==> config.mk <==
export PLATFORM = sky130hd
export DESIGN_NAME = bounded_array_table_engine_top_flat
export DESIGN_NICKNAME = d
export VERILOG_FILES = /design/src/rtl/core/bate_pkg.sv /design/src/rtl/core/bate_if.sv /design/src/rtl/core/bounded_array_table_engine_top.sv /design/src/rtl/core/bate_ctrl.sv /design/src/rtl/core/bate_dp.sv /design/src/flat_wrapper.sv
export SDC_FILE = /design/constraint.sdc
export NUM_CORES = 2
export LEC_CHECK = 0
export ABC_AREA = 1
export BUFFER_PORTS_ARGS = -buffer_cell sky130_fd_sc_hd__buf_2
export CORE_UTILIZATION = 54
export CTS_CLUSTER_DIAMETER = 50
export DETAILED_ROUTE_END_ITERATION = 12
export PLACE_DENSITY = 0.66
export SLEW_MARGIN = 20
export SYNTH_ARGS = -nofsm -noshare
export SYNTH_HDL_FRONTEND = slang
export SYNTH_SLANG_ARGS = --single-unit
==> constraint.sdc <==
create_clock -name clk -period 9.35 [get_ports clk]
set_input_delay 0.935 -clock clk [delete_from_list [all_inputs] [get_ports clk]]
set_output_delay 0.935 -clock clk [all_outputs]
set_load 0.02 [all_outputs]
==> src/rtl/core/bate_pkg.sv <==
// ----------------------------------------------------------------------------
// bate_pkg: shared types and constants of the bounded table engine
// Action codes, widths, controller states and the command/status structs.
// ----------------------------------------------------------------------------
package bate_pkg;

	localparam int CAPACITY_DEF   = 64;
	localparam int DATA_WIDTH_DEF = 32;
	localparam int KEY_W          = 32;
	localparam int INDEX_W        = 7;
	localparam int POS_W          = 6;
	localparam int FILL_W         = 7;
	localparam int ACTION_W       = 4;

	typedef enum logic [ACTION_W-1:0] {
		ACT_APPEND       = 4'd0,
		ACT_PREPEND      = 4'd1,
		ACT_INSERT_AT    = 4'd2,
		ACT_REMOVE_LAST  = 4'd3,
		ACT_REMOVE_FIRST = 4'd4,
		ACT_REMOVE_AT    = 4'd5,
		ACT_FIND         = 4'd6,
		ACT_READ         = 4'd7,
		ACT_SORT         = 4'd8
	} action_t;

	typedef enum logic [3:0] {
		ST_IDLE,
		ST_SHUP_RD,
		ST_SHUP_WR,
		ST_SHDN_RD,
		ST_SHDN_WR,
		ST_FIND_RD,
		ST_FIND_CMP,
		ST_READ_RD,
		ST_READ_WAIT,
		ST_SORT_LD,
		ST_SORT_LDW,
		ST_SORT_RD,
		ST_SORT_CMP,
		ST_SORT_PUT,
		ST_DONE
	} state_t;

	// Address source for the store port.
	typedef enum logic [1:0] {
		ADR_I,
		ADR_J,
		ADR_JM1,
		ADR_JP1
	} adr_sel_t;

	// Write data source for the store port.
	typedef enum logic [1:0] {
		WD_KEY,
		WD_RDATA,
		WD_HELD
	} wd_sel_t;

	typedef struct packed {
		logic     load;       // capture request and counters
		logic     rd_en;
		adr_sel_t rd_adr;
		logic     wr_en;
		adr_sel_t wr_adr;
		wd_sel_t  wr_dat;
		logic     j_dec;
		logic     j_inc;
		logic     j_from_i;
		logic     i_inc;
		logic     hold_ld;    // sort: latch read data as held value
		logic     cnt_inc;
		logic     cnt_dec;
		logic     set_ok;
		logic     set_found;
		logic     set_value;
		logic     out_load;   // move result to output register
	} bate_cmd_t;

	typedef struct packed {
		action_t  action;
		logic     full;
		logic     empty;
		logic     idx_le_cnt;
		logic     idx_lt_cnt;
		logic     j_gt_lo;    // j > lower bound of the walk
		logic     j_lt_hi;    // j + 1 < count, never set for find
		logic     i_lt_cnt;
		logic     match;      // read data equals key
		logic     held_lt;    // held value below read data
		logic     out_busy;
	} bate_sts_t;

endpackage

==> src/rtl/core/bate_if.sv <==
// ----------------------------------------------------------------------------
// bate_req_if / bate_rsp_if: valid-ready channels of the table engine
// One beat carries a request or a result.
// ----------------------------------------------------------------------------
interface bate_req_if;
	logic                         valid;
	logic                         ready;
	logic [bate_pkg::ACTION_W-1:0] action;
	logic [bate_pkg::KEY_W-1:0]    key;
	logic [bate_pkg::INDEX_W-1:0]  index;
	modport source (output valid, action, key, index, input ready);
	modport sink (input valid, action, key, index, output ready);
endinterface

interface bate_rsp_if;
	logic                         valid;
	logic                         ready;
	logic                         ok;
	logic [bate_pkg::KEY_W-1:0]    value;
	logic                         found;
	logic [bate_pkg::POS_W-1:0]    position;
	logic [bate_pkg::FILL_W-1:0]   fill_count;
	modport source (output valid, ok, value, found, position, fill_count, input ready);
	modport sink (input valid, ok, value, found, position, fill_count, output ready);
endinterface

==> src/rtl/core/bounded_array_table_engine_top.sv <==
// ----------------------------------------------------------------------------
// bounded_array_table_engine_top: bounded ordered table with insertion sort
//
//   channel | dir | beat
//   req     | in  | action, key, index
//   rsp     | out | ok, value, found, position, fill_count
//
// One request at a time, sequenced as a walk over the store entries.
// Reset clears the fill count and control; the store needs no clearing.
// A stalled result holds in the output register; the next request is
// taken as soon as the result has been moved there.
// ----------------------------------------------------------------------------
module bounded_array_table_engine_top #(
	parameter int CAPACITY   = bate_pkg::CAPACITY_DEF,
	parameter int DATA_WIDTH = bate_pkg::DATA_WIDTH_DEF
) (
	input logic        clk,
	input logic        arst_n,
	bate_req_if.sink   req,
	bate_rsp_if.source rsp
);
	import bate_pkg::*;

	bate_cmd_t cmd;
	bate_sts_t sts;

	bate_ctrl u_ctrl (
		.clk       (clk),
		.arst_n    (arst_n),
		.req_valid (req.valid),
		.req_ready (req.ready),
		.sts       (sts),
		.cmd       (cmd)
	);

	bate_dp #(.CAPACITY(CAPACITY), .DATA_WIDTH(DATA_WIDTH)) u_dp (
		.clk            (clk),
		.arst_n         (arst_n),
		.cmd            (cmd),
		.sts            (sts),
		.req_action     (req.action),
		.req_key        (req.key),
		.req_index      (req.index),
		.rsp_valid      (rsp.valid),
		.rsp_ready      (rsp.ready),
		.rsp_ok         (rsp.ok),
		.rsp_value      (rsp.value),
		.rsp_found      (rsp.found),
		.rsp_position   (rsp.position),
		.rsp_fill_count (rsp.fill_count)
	);

endmodule

==> src/rtl/core/bate_ctrl.sv <==
// ----------------------------------------------------------------------------
// bate_ctrl: controller of the table engine
// Sequences each request over the store, one step a cycle, waiting in ST_DONE while the output register is busy.
// ----------------------------------------------------------------------------
module bate_ctrl (
	input  logic                clk,
	input  logic                arst_n,
	input  logic                req_valid,
	output logic                req_ready,
	input  bate_pkg::bate_sts_t sts,
	output bate_pkg::bate_cmd_t cmd
);
	import bate_pkg::*;

	state_t state_q, state_d;

	// State register.
	always_ff @(posedge clk or negedge arst_n) begin
		if (!arst_n) begin
			state_q <= ST_IDLE;
		end else begin
			state_q <= state_d;
		end
	end

	// Next state and commands.
	always_comb begin
		state_d   = state_q;
		cmd       = '0;
		req_ready = 1'b0;
		unique case (state_q)
			ST_IDLE: begin
				req_ready = 1'b1;
				if (req_valid) begin
					cmd.load = 1'b1;
					state_d  = ST_DONE;
					unique case (sts.action) inside
						ACT_APPEND, ACT_PREPEND, ACT_INSERT_AT: begin
							if (!sts.full && sts.idx_le_cnt) state_d = ST_SHUP_RD;
						end
						ACT_REMOVE_LAST: begin
							if (!sts.empty) begin
								cmd.cnt_dec = 1'b1;
								cmd.set_ok  = 1'b1;
							end
						end
						ACT_REMOVE_FIRST, ACT_REMOVE_AT: begin
							if (sts.idx_lt_cnt) state_d = ST_SHDN_RD;
						end
						ACT_FIND: begin
							cmd.set_ok = 1'b1;
							state_d    = ST_FIND_RD;
						end
						ACT_READ: begin
							if (sts.idx_lt_cnt) state_d = ST_READ_RD;
						end
						ACT_SORT: begin
							cmd.set_ok = 1'b1;
							state_d    = ST_SORT_LD;
						end
						default: ;
					endcase
				end
			end
			// Shift up: j walks from count down to the insert point.
			ST_SHUP_RD: begin
				if (sts.j_gt_lo) begin
					cmd.rd_en  = 1'b1;
					cmd.rd_adr = ADR_JM1;
					state_d    = ST_SHUP_WR;
				end else begin
					cmd.wr_en   = 1'b1;
					cmd.wr_adr  = ADR_J;
					cmd.wr_dat  = WD_KEY;
					cmd.cnt_inc = 1'b1;
					cmd.set_ok  = 1'b1;
					state_d     = ST_DONE;
				end
			end
			ST_SHUP_WR: begin
				cmd.wr_en  = 1'b1;
				cmd.wr_adr = ADR_J;
				cmd.wr_dat = WD_RDATA;
				cmd.j_dec  = 1'b1;
				state_d    = ST_SHUP_RD;
			end
			// Shift down: j walks from the removal point up.
			ST_SHDN_RD: begin
				if (sts.j_lt_hi) begin
					cmd.rd_en  = 1'b1;
					cmd.rd_adr = ADR_JP1;
					state_d    = ST_SHDN_WR;
				end else begin
					cmd.cnt_dec = 1'b1;
					cmd.set_ok  = 1'b1;
					state_d     = ST_DONE;
				end
			end
			ST_SHDN_WR: begin
				cmd.wr_en  = 1'b1;
				cmd.wr_adr = ADR_J;
				cmd.wr_dat = WD_RDATA;
				cmd.j_inc  = 1'b1;
				state_d    = ST_SHDN_RD;
			end
			// Find: linear scan from the front.
			ST_FIND_RD: begin
				if (sts.j_lt_hi || sts.i_lt_cnt) begin
					cmd.rd_en  = 1'b1;
					cmd.rd_adr = ADR_J;
					state_d    = ST_FIND_CMP;
				end else begin
					state_d = ST_DONE;
				end
			end
			ST_FIND_CMP: begin
				if (sts.match) begin
					cmd.set_found = 1'b1;
					state_d       = ST_DONE;
				end else begin
					cmd.j_inc = 1'b1;
					cmd.i_inc = 1'b1;
					state_d   = ST_FIND_RD;
				end
			end
			ST_READ_RD: begin
				cmd.rd_en  = 1'b1;
				cmd.rd_adr = ADR_J;
				state_d    = ST_READ_WAIT;
			end
			ST_READ_WAIT: begin
				cmd.set_value = 1'b1;
				cmd.set_ok    = 1'b1;
				state_d       = ST_DONE;
			end
			// Insertion sort: i is the outer index, j the hole.
			ST_SORT_LD: begin
				if (sts.i_lt_cnt) begin
					cmd.rd_en    = 1'b1;
					cmd.rd_adr   = ADR_I;
					cmd.j_from_i = 1'b1;
					state_d      = ST_SORT_LDW;
				end else begin
					state_d = ST_DONE;
				end
			end
			ST_SORT_LDW: begin
				cmd.hold_ld = 1'b1;
				state_d     = ST_SORT_RD;
			end
			ST_SORT_RD: begin
				if (sts.j_gt_lo) begin
					cmd.rd_en  = 1'b1;
					cmd.rd_adr = ADR_JM1;
					state_d    = ST_SORT_CMP;
				end else begin
					state_d = ST_SORT_PUT;
				end
			end
			ST_SORT_CMP: begin
				if (sts.held_lt) begin
					cmd.wr_en  = 1'b1;
					cmd.wr_adr = ADR_J;
					cmd.wr_dat = WD_RDATA;
					cmd.j_dec  = 1'b1;
					state_d    = ST_SORT_RD;
				end else begin
					state_d = ST_SORT_PUT;
				end
			end
			ST_SORT_PUT: begin
				cmd.wr_en  = 1'b1;
				cmd.wr_adr = ADR_J;
				cmd.wr_dat = WD_HELD;
				cmd.i_inc  = 1'b1;
				state_d    = ST_SORT_LD;
			end
			ST_DONE: begin
				if (!sts.out_busy) begin
					cmd.out_load = 1'b1;
					state_d      = ST_IDLE;
				end
			end
			default: state_d = ST_IDLE;
		endcase
	end

endmodule

==> src/rtl/core/bate_dp.sv <==
// ----------------------------------------------------------------------------
// bate_dp: datapath of the table engine
// Entry store, fill count, walk counters and the result register.
// ----------------------------------------------------------------------------
module bate_dp #(
	parameter int CAPACITY   = bate_pkg::CAPACITY_DEF,
	parameter int DATA_WIDTH = bate_pkg::DATA_WIDTH_DEF
) (
	input  logic                            clk,
	input  logic                            arst_n,
	input  bate_pkg::bate_cmd_t             cmd,
	output bate_pkg::bate_sts_t             sts,
	input  logic [bate_pkg::ACTION_W-1:0]   req_action,
	input  logic [bate_pkg::KEY_W-1:0]      req_key,
	input  logic [bate_pkg::INDEX_W-1:0]    req_index,
	output logic                            rsp_valid,
	input  logic                            rsp_ready,
	output logic                            rsp_ok,
	output logic [bate_pkg::KEY_W-1:0]      rsp_value,
	output logic                            rsp_found,
	output logic [bate_pkg::POS_W-1:0]      rsp_position,
	output logic [bate_pkg::FILL_W-1:0]     rsp_fill_count
);
	import bate_pkg::*;

	localparam int AW = $clog2(CAPACITY);
	localparam int CW = $clog2(CAPACITY + 1);
	localparam int WW = (CW > INDEX_W) ? CW : INDEX_W;

	logic [DATA_WIDTH-1:0] mem_q [CAPACITY];
	logic [DATA_WIDTH-1:0] rdata_q;
	logic [DATA_WIDTH-1:0] key_q;
	logic [DATA_WIDTH-1:0] held_q;
	logic [CW-1:0]         cnt_q;
	logic [WW-1:0]         j_q, lo_q, i_q;
	action_t               act_q;
	logic                  ok_q, found_q;
	logic [DATA_WIDTH-1:0] value_q;
	logic [WW-1:0]         pos_q;
	logic                  out_v_q;
	logic                  out_ok_q, out_found_q;
	logic [KEY_W-1:0]      out_value_q;
	logic [POS_W-1:0]      out_pos_q;
	logic [FILL_W-1:0]     out_fill_q;
	logic [WW-1:0]         cnt_w, idx_w, j_start, lo_start, rd_a, wr_a;
	logic [DATA_WIDTH-1:0] wd;
	action_t               act_in;

	assign act_in = action_t'(req_action);
	assign cnt_w  = WW'(cnt_q);
	assign idx_w  = WW'(req_index);

	// Walk start and bound per action.
	always_comb begin
		j_start  = '0;
		lo_start = '0;
		case (act_in) inside
			ACT_APPEND:                  begin j_start = cnt_w; lo_start = cnt_w; end
			ACT_PREPEND:                 begin j_start = cnt_w; lo_start = '0;    end
			ACT_INSERT_AT:               begin j_start = cnt_w; lo_start = idx_w; end
			ACT_REMOVE_AT, ACT_READ:     begin j_start = idx_w; end
			ACT_SORT:                    begin j_start = '0; end
			default:                     begin j_start = '0; end
		endcase
	end

	// Status towards the controller.
	always_comb begin
		sts            = '0;
		sts.action     = act_in;
		sts.full       = (cnt_q == CW'(CAPACITY));
		sts.empty      = (cnt_q == '0);
		sts.idx_le_cnt = (act_in != ACT_INSERT_AT) || (idx_w <= cnt_w);
		sts.idx_lt_cnt = (act_in == ACT_REMOVE_FIRST) ? (cnt_q != '0) : (idx_w < cnt_w);
		sts.j_gt_lo    = (j_q > lo_q);
		sts.j_lt_hi    = (act_q != ACT_FIND) && ((j_q + WW'(1)) < cnt_w);
		sts.i_lt_cnt   = (i_q < cnt_w);
		sts.match      = (rdata_q == key_q);
		sts.held_lt    = (held_q < rdata_q);
		sts.out_busy   = out_v_q && !rsp_ready;
	end

	// Store addresses and write data.
	function automatic logic [WW-1:0] pick(adr_sel_t s, logic [WW-1:0] i, logic [WW-1:0] j);
		logic [WW-1:0] r;
		case (s)
			ADR_I:   r = i;
			ADR_J:   r = j;
			ADR_JM1: r = j - WW'(1);
			default: r = j + WW'(1);
		endcase
		return r;
	endfunction

	assign rd_a = pick(cmd.rd_adr, i_q, j_q);
	assign wr_a = pick(cmd.wr_adr, i_q, j_q);

	always_comb begin
		case (cmd.wr_dat)
			WD_KEY:   wd = key_q;
			WD_RDATA: wd = rdata_q;
			default:  wd = held_q;
		endcase
	end

	// Entry store: one write and one registered read per cycle.
	always_ff @(posedge clk) begin
		if (cmd.wr_en) mem_q[wr_a[AW-1:0]] <= wd;
		if (cmd.rd_en) rdata_q <= mem_q[rd_a[AW-1:0]];
	end

	// Request payload, walk counters and working result.
	always_ff @(posedge clk) begin
		if (cmd.load) begin
			act_q   <= act_in;
			key_q   <= req_key[DATA_WIDTH-1:0];
			j_q     <= j_start;
			lo_q    <= lo_start;
			i_q     <= (act_in == ACT_SORT) ? WW'(1) : '0;
			value_q <= '0;
			pos_q   <= '0;
		end else begin
			if (cmd.j_from_i) j_q <= i_q;
			else if (cmd.j_dec) j_q <= j_q - WW'(1);
			else if (cmd.j_inc) j_q <= j_q + WW'(1);
			if (cmd.i_inc) i_q <= i_q + WW'(1);
			if (cmd.j_from_i) lo_q <= '0;
			if (cmd.set_value) value_q <= rdata_q;
			if (cmd.set_found) pos_q <= j_q;
		end
		if (cmd.hold_ld) held_q <= rdata_q;
	end

	// Find walks while i below count: reuse i as scan bound.
	// Control flags and fill count.
	always_ff @(posedge clk or negedge arst_n) begin
		if (!arst_n) begin
			cnt_q   <= '0;
			ok_q    <= 1'b0;
			found_q <= 1'b0;
			out_v_q <= 1'b0;
		end else begin
			if (cmd.load) begin
				ok_q    <= cmd.set_ok;
				found_q <= cmd.set_found;
			end else begin
				if (cmd.set_ok) ok_q <= 1'b1;
				if (cmd.set_found) found_q <= 1'b1;
			end
			if (cmd.cnt_inc) cnt_q <= cnt_q + CW'(1);
			else if (cmd.cnt_dec) cnt_q <= cnt_q - CW'(1);
			if (cmd.out_load) out_v_q <= 1'b1;
			else if (rsp_ready) out_v_q <= 1'b0;
		end
	end

	// Output register.
	always_ff @(posedge clk) begin
		if (cmd.out_load) begin
			out_ok_q    <= ok_q;
			out_value_q <= KEY_W'(value_q);
			out_found_q <= found_q;
			out_pos_q   <= POS_W'(pos_q);
			out_fill_q  <= FILL_W'(cnt_q);
		end
	end

	assign rsp_valid      = out_v_q;
	assign rsp_ok         = out_ok_q;
	assign rsp_value      = out_value_q;
	assign rsp_found      = out_found_q;
	assign rsp_position   = out_pos_q;
	assign rsp_fill_count = out_fill_q;

endmodule

==> src/flat_wrapper.sv <==
// flat-port wrapper written by rule: the top's interface ports become plain ports
module bounded_array_table_engine_top_flat import bate_pkg::*;
#(
	parameter int CAPACITY   = bate_pkg::CAPACITY_DEF,
	parameter int DATA_WIDTH = bate_pkg::DATA_WIDTH_DEF
)
  (clk, arst_n, req_valid, req_action, req_key, req_index, req_ready, rsp_valid, rsp_ok, rsp_value, rsp_found, rsp_position, rsp_fill_count, rsp_ready);
  bate_req_if req_i ();
  bate_rsp_if rsp_i ();
  input logic clk;
  input logic arst_n;
  input wire logic [$bits(req_i.valid)-1:0] req_valid;
  input wire logic [$bits(req_i.action)-1:0] req_action;
  input wire logic [$bits(req_i.key)-1:0] req_key;
  input wire logic [$bits(req_i.index)-1:0] req_index;
  output wire logic [$bits(req_i.ready)-1:0] req_ready;
  output wire logic [$bits(rsp_i.valid)-1:0] rsp_valid;
  output wire logic [$bits(rsp_i.ok)-1:0] rsp_ok;
  output wire logic [$bits(rsp_i.value)-1:0] rsp_value;
  output wire logic [$bits(rsp_i.found)-1:0] rsp_found;
  output wire logic [$bits(rsp_i.position)-1:0] rsp_position;
  output wire logic [$bits(rsp_i.fill_count)-1:0] rsp_fill_count;
  input wire logic [$bits(rsp_i.ready)-1:0] rsp_ready;
  assign req_i.valid = req_valid;
  assign req_i.action = req_action;
  assign req_i.key = req_key;
  assign req_i.index = req_index;
  assign req_ready = req_i.ready;
  assign rsp_valid = rsp_i.valid;
  assign rsp_ok = rsp_i.ok;
  assign rsp_value = rsp_i.value;
  assign rsp_found = rsp_i.found;
  assign rsp_position = rsp_i.position;
  assign rsp_fill_count = rsp_i.fill_count;
  assign rsp_i.ready = rsp_ready;
  bounded_array_table_engine_top #(.CAPACITY(CAPACITY), .DATA_WIDTH(DATA_WIDTH)) u_core (.clk(clk), .arst_n(arst_n), .req(req_i), .rsp(rsp_i));
endmodule
==> flow_summary_export.csv <==
group,metric,value,unit
status,result_of_the_run,"completed",
timing,grt_setup_unrepaired,"false",
critical_path,r2r-start,"u_core.u_dp.j_q[0]",
flow_run,max_cap_viol_count,0,
route,routed_wirelength,303000,um
final_layout,multi_input_gate_area,26100,um^2
synthesis,synthesis.instances,8894,
hold_path,whs_path_depth,1,
global_routing,grt_antenna_before_repair,14,
clocking,clk_transition_reported_paths,0.06,ns
global_routing,grtUsageMet2,48.2,%
synthesis,synth_edf_count,2216,
route,drcViolationCount,0,
global_routing,use_met1,45.2,%
global_routing,pin_count_of_the_biggest_net_entering_global_routing,160,
global_routing,grt_pass1_vias,64800,
route,routed_wire_length_per_instance,26.5,um
final_layout,final_area,109000,um^2
critical_path,critPathKind,"flop to flop",
clocking,cts_repair_resize_count,0,
critical_path,crit_path_frequent_cell,"sky130_fd_sc_hd__nand3_1",
floorplan,core-area,181000,um^2
critical_path,worst_path_largest_cell_delay,0.80,ns
synthesis,seq_area_frac_synth,68.7,%
synthesis,netlist_top_cells_area,"sky130_fd_sc_hd__edfxtp_1 68%, sky130_fd_sc_hd__nand2_1 10%, sky130_fd_sc_hd__nand3_1 9.3%",
final_layout,final_net_count,8961,
place,dp.final_hpwl,161000,um
synthesis,syn-num-nets,9008,
timing,setup-tns-final,0,ns
floorplan,dieWidth,429,um
route,antenna_nets_post_route,0,
timing,timing_max_transition_violations_final,0,
place,place_congestion,0.897,
timing,fin_worst_skew,0.0558,ns
final_layout,area_growth_syn_to_layout,10.5,%
critical_path,worst_path_dominant_cell_family,"simple AND/OR/NAND/NOR gates",
timing,finalSetupViolCount,0,
floorplan,initial_utilization,54.4,%
synthesis,ys.warnings.count,0,
timing,worst_rel_slew_slack,17.9,%
final_layout,area.sequential,67700,um^2
critical_path,critical_path_peak_fanout,159,
final_layout,final_cell_mix,"2,620 x sky130_fd_sc_hd__nand2_1, 2,216 x sky130_fd_sc_hd__edfxtp_1, 1,834 x sky130_fd_sc_hd__nand3_1, 668 x sky130_fd_sc_hd__inv_1, 417 x sky130_fd_sc_hd__nand3b_1",
global_routing,grt_first_pass_wirelength,439000,um
critical_path,critical_path.n_buffers_inverters,4,
synthesis,synthFlopType,"sky130_fd_sc_hd__edfxtp_1",
critical_path,critPathCaptureType,"flop",
place,buffer_ports.inserted,95,
synthesis,synth_async_sr_flop_share,0.617,%
critical_path,worstPathRequired,10.09,ns
critical_path,crit_path_start_kind,"flop",
global_routing,total_global_routing_track_utilization,32.5,%
timing,finalWorstPathRequiredPeriod,6.47,ns
timing,finalHoldViolations,0,
synthesis,post_synth_instance_area,98500,um^2
synthesis,yosysTopAreaCellShare,67.6,%
route,vias,69000,
critical_path,reg2regPathDepth,23,
clocking,cts_tree,"done",
critical_path,slowest_stage,"sky130_fd_sc_hd__buf_4",
critical_path,crit_arrival,7.21,ns
critical_path,critical_path_cell_by_cell,"ha_1 > nand3_1 > nor3_1 > xnor2_1 > inv_1 > ha_1 > nand2_1 > nand2_1 > a21oi_1 > nand4_4 > nand2_2 > inv_2 > nand4_4 > buf_4 > buf_12 > nand3_1 > nand2_1 > nand2_1 > nand3_1 > nand3_1 > nand3_1 > nand3_1 > nand2_1",
floorplan,die_area,184000,um^2
clocking,clkLatencyLatePin,0.90,ns
clocking,cts_htree_levels,4,
route,first_pass_iters,8,
clocking,cts_root_buf,"sky130_fd_sc_hd__clkbuf_16",
route,drt_first_iter_violations,9462,
timing,timing_worst_slew_pin_value,1.23,ns
critical_path,worst_r2r_setup_slack,2.88,ns
place,dpl_cell_area,101000,um^2
synthesis,synth_largest_area_cell,"sky130_fd_sc_hd__edfxtp_1",
synthesis,synth-seq-cells,2268,
floorplan,top_level_ports,96,
final_layout,num-fill-cells,14400,
floorplan,floorplan.die.height,429,um
final_layout,most_common_library_cell_in_the_layout_ignoring_fill_and_taps,"sky130_fd_sc_hd__nand2_1",
hold_path,min_from,"req_key[31]",
synthesis,syn-mean-instance-area,11.1,um^2
timing,achievable-frequency,154,MHz
hold_path,hp-class,"primary input to flop",
critical_path,regToRegEndpoint,"u_core.u_dp.rdata_q[30]",
synthesis,synth.lib_cells_used.distinct,48,
route,avgViaCountPerCell,6.05,
clocking,max-clock-path-buffers,3,
timing,final_min_period_over_clock_period,69.2,%
floorplan,core.rowCount,156,
clocking,tritoncts_buffers,231,
clocking,cts_num_sinks,2268,
global_routing,top_usage_layer,"met2",
global_routing,grt_overflow,0,
final_layout,drive_above_1_share,7.83,%
global_routing,met3_usage,7.26,%
hold_path,worst_hold_path_ep,"u_core.u_dp.key_q[31]",
[area by class of cell]
class                   instances  area share (%)
clock buffers                 288            5.55
multi-input cells            5384            24.0
inverters                     683            2.39
clock inverters               137            1.11
well taps                    2370            2.73
flip-flops and latches       2268            62.2
diodes                          2         0.00460
repair buffers                279            1.99
[cell families after synthesis]
family,Yosys count,synth area share (%)
mux,4,0.0445
flops,2268,68.7
simple gates,5044,23.3
buf+inv,1242,5.36
fa+ha+maj,67,0.859
compound gates,223,1.29
xor+xnor,46,0.409
[how the worst max path moves through the flow]
stage	from	end	slack [ns]	cells after the start
finish	u_core.u_dp.j_q[0]	u_core.u_dp.rdata_q[30]	2.88	23
global route	u_core.u_dp.j_q[0]	u_core.u_dp.rdata_q[9]	2.55	22
CTS	u_core.u_dp.j_q[0]	u_core.u_dp.rdata_q[11]	2.97	22
floorplan	u_core.u_dp.j_q[1]	u_core.u_dp.mem_q[33][0]	4.33	15
global placement	u_core.u_dp.j_q[0]	u_core.u_dp.rdata_q[11]	2.85	22
detailed placement	u_core.u_dp.j_q[0]	u_core.u_dp.rdata_q[11]	2.98	22
[routing by layer]
metal  vias to the layer above  wire length [um]
met1                     33600            118000
met4                        12             15700
met2                      4182            133000
met3                       628             36100
met5                         -                77
li1                      30600                 -
[sequential cells by signal, indices dropped and copies added, names as in the netlist, 4 cells and up]
signal,cells
u_core.u_dp.rsp_position,6
u_core.u_dp.value_q,32
u_core.u_dp.key_q,32
u_core.u_dp.held_q,32
u_core.u_dp.rdata_q,32
u_core.u_dp.rsp_fill_count,7
u_core.u_dp.rsp_value,32
u_core.u_dp.lo_q,7
u_core.u_dp.cnt_q,7
u_core.u_dp.mem_q,2048
u_core.u_ctrl.state_q,4
u_core.u_dp.j_q,7
u_core.u_dp.act_q,4
u_core.u_dp.i_q,7
u_core.u_dp.pos_q,6
[cell usage after synthesis (3+ instances only)]
cell type / instances
sky130_fd_sc_hd__nor4_1: 3
sky130_fd_sc_hd__dfrtp_1: 14
sky130_fd_sc_hd__nand2_2: 4
sky130_fd_sc_hd__clkbuf_1: 123
sky130_fd_sc_hd__o21ai_1: 3
sky130_fd_sc_hd__mux2i_1: 3
sky130_fd_sc_hd__nor2_2: 3
sky130_fd_sc_hd__nand4_1: 19
sky130_fd_sc_hd__dfxtp_1: 38
sky130_fd_sc_hd__o221ai_1: 7
sky130_fd_sc_hd__ha_1: 66
sky130_fd_sc_hd__o211ai_1: 36
sky130_fd_sc_hd__or2_2: 4
sky130_fd_sc_hd__edfxtp_1: 2216
sky130_fd_sc_hd__buf_2: 356
sky130_fd_sc_hd__xnor2_1: 35
sky130_fd_sc_hd__buf_4: 21
sky130_fd_sc_hd__nor2_1: 113
sky130_fd_sc_hd__a21oi_1: 87
sky130_fd_sc_hd__nor3_1: 18
sky130_fd_sc_hd__buf_1: 47
sky130_fd_sc_hd__o21ai_0: 73
sky130_fd_sc_hd__inv_1: 672
sky130_fd_sc_hd__nand3_1: 1835
sky130_fd_sc_hd__nand2_1: 2621
sky130_fd_sc_hd__a31oi_1: 3
sky130_fd_sc_hd__inv_2: 11
sky130_fd_sc_hd__xor2_1: 11
sky130_fd_sc_hd__nand3b_1: 417
sky130_fd_sc_hd__buf_6: 12
[worst reg2reg max path: cells and delay by family (launching register included)]
kind,cells,cell delay (ns)
simple gates,15,3.30
buf+inv,4,1.55
flops,1,0.57
fa+ha+maj,2,0.50
compound gates,1,0.30
xor+xnor,1,0.14
[repair_timing]
| action | CTS | global route |
|---|---|---|
| setup buffers | 0 | 0 |
| hold buffers | 1 | 0 |
| hold endpoints to repair | 14 | 0 |
[through the flow]
stage / setup WS (ns) / utilization [%] / hold slack [ns] / cells
2_1_floorplan: 4.33 / - / 0.403 / 8894
3_3_place_gp: 2.85 / 56.1 / 0.409 / 11000
3_5_place_dp: 2.98 / 56.1 / 0.410 / 11000
4_1_cts: 2.97 / 60.1 / 0.172 / 11400
5_1_grt: 2.55 / 60.1 / 0.210 / 11400
6_report: 2.88 / 60.1 / 0.232 / 11400
Power is not shown: default switching activity piles up to over one toggle a cycle in this logic, so the estimate is an artifact.
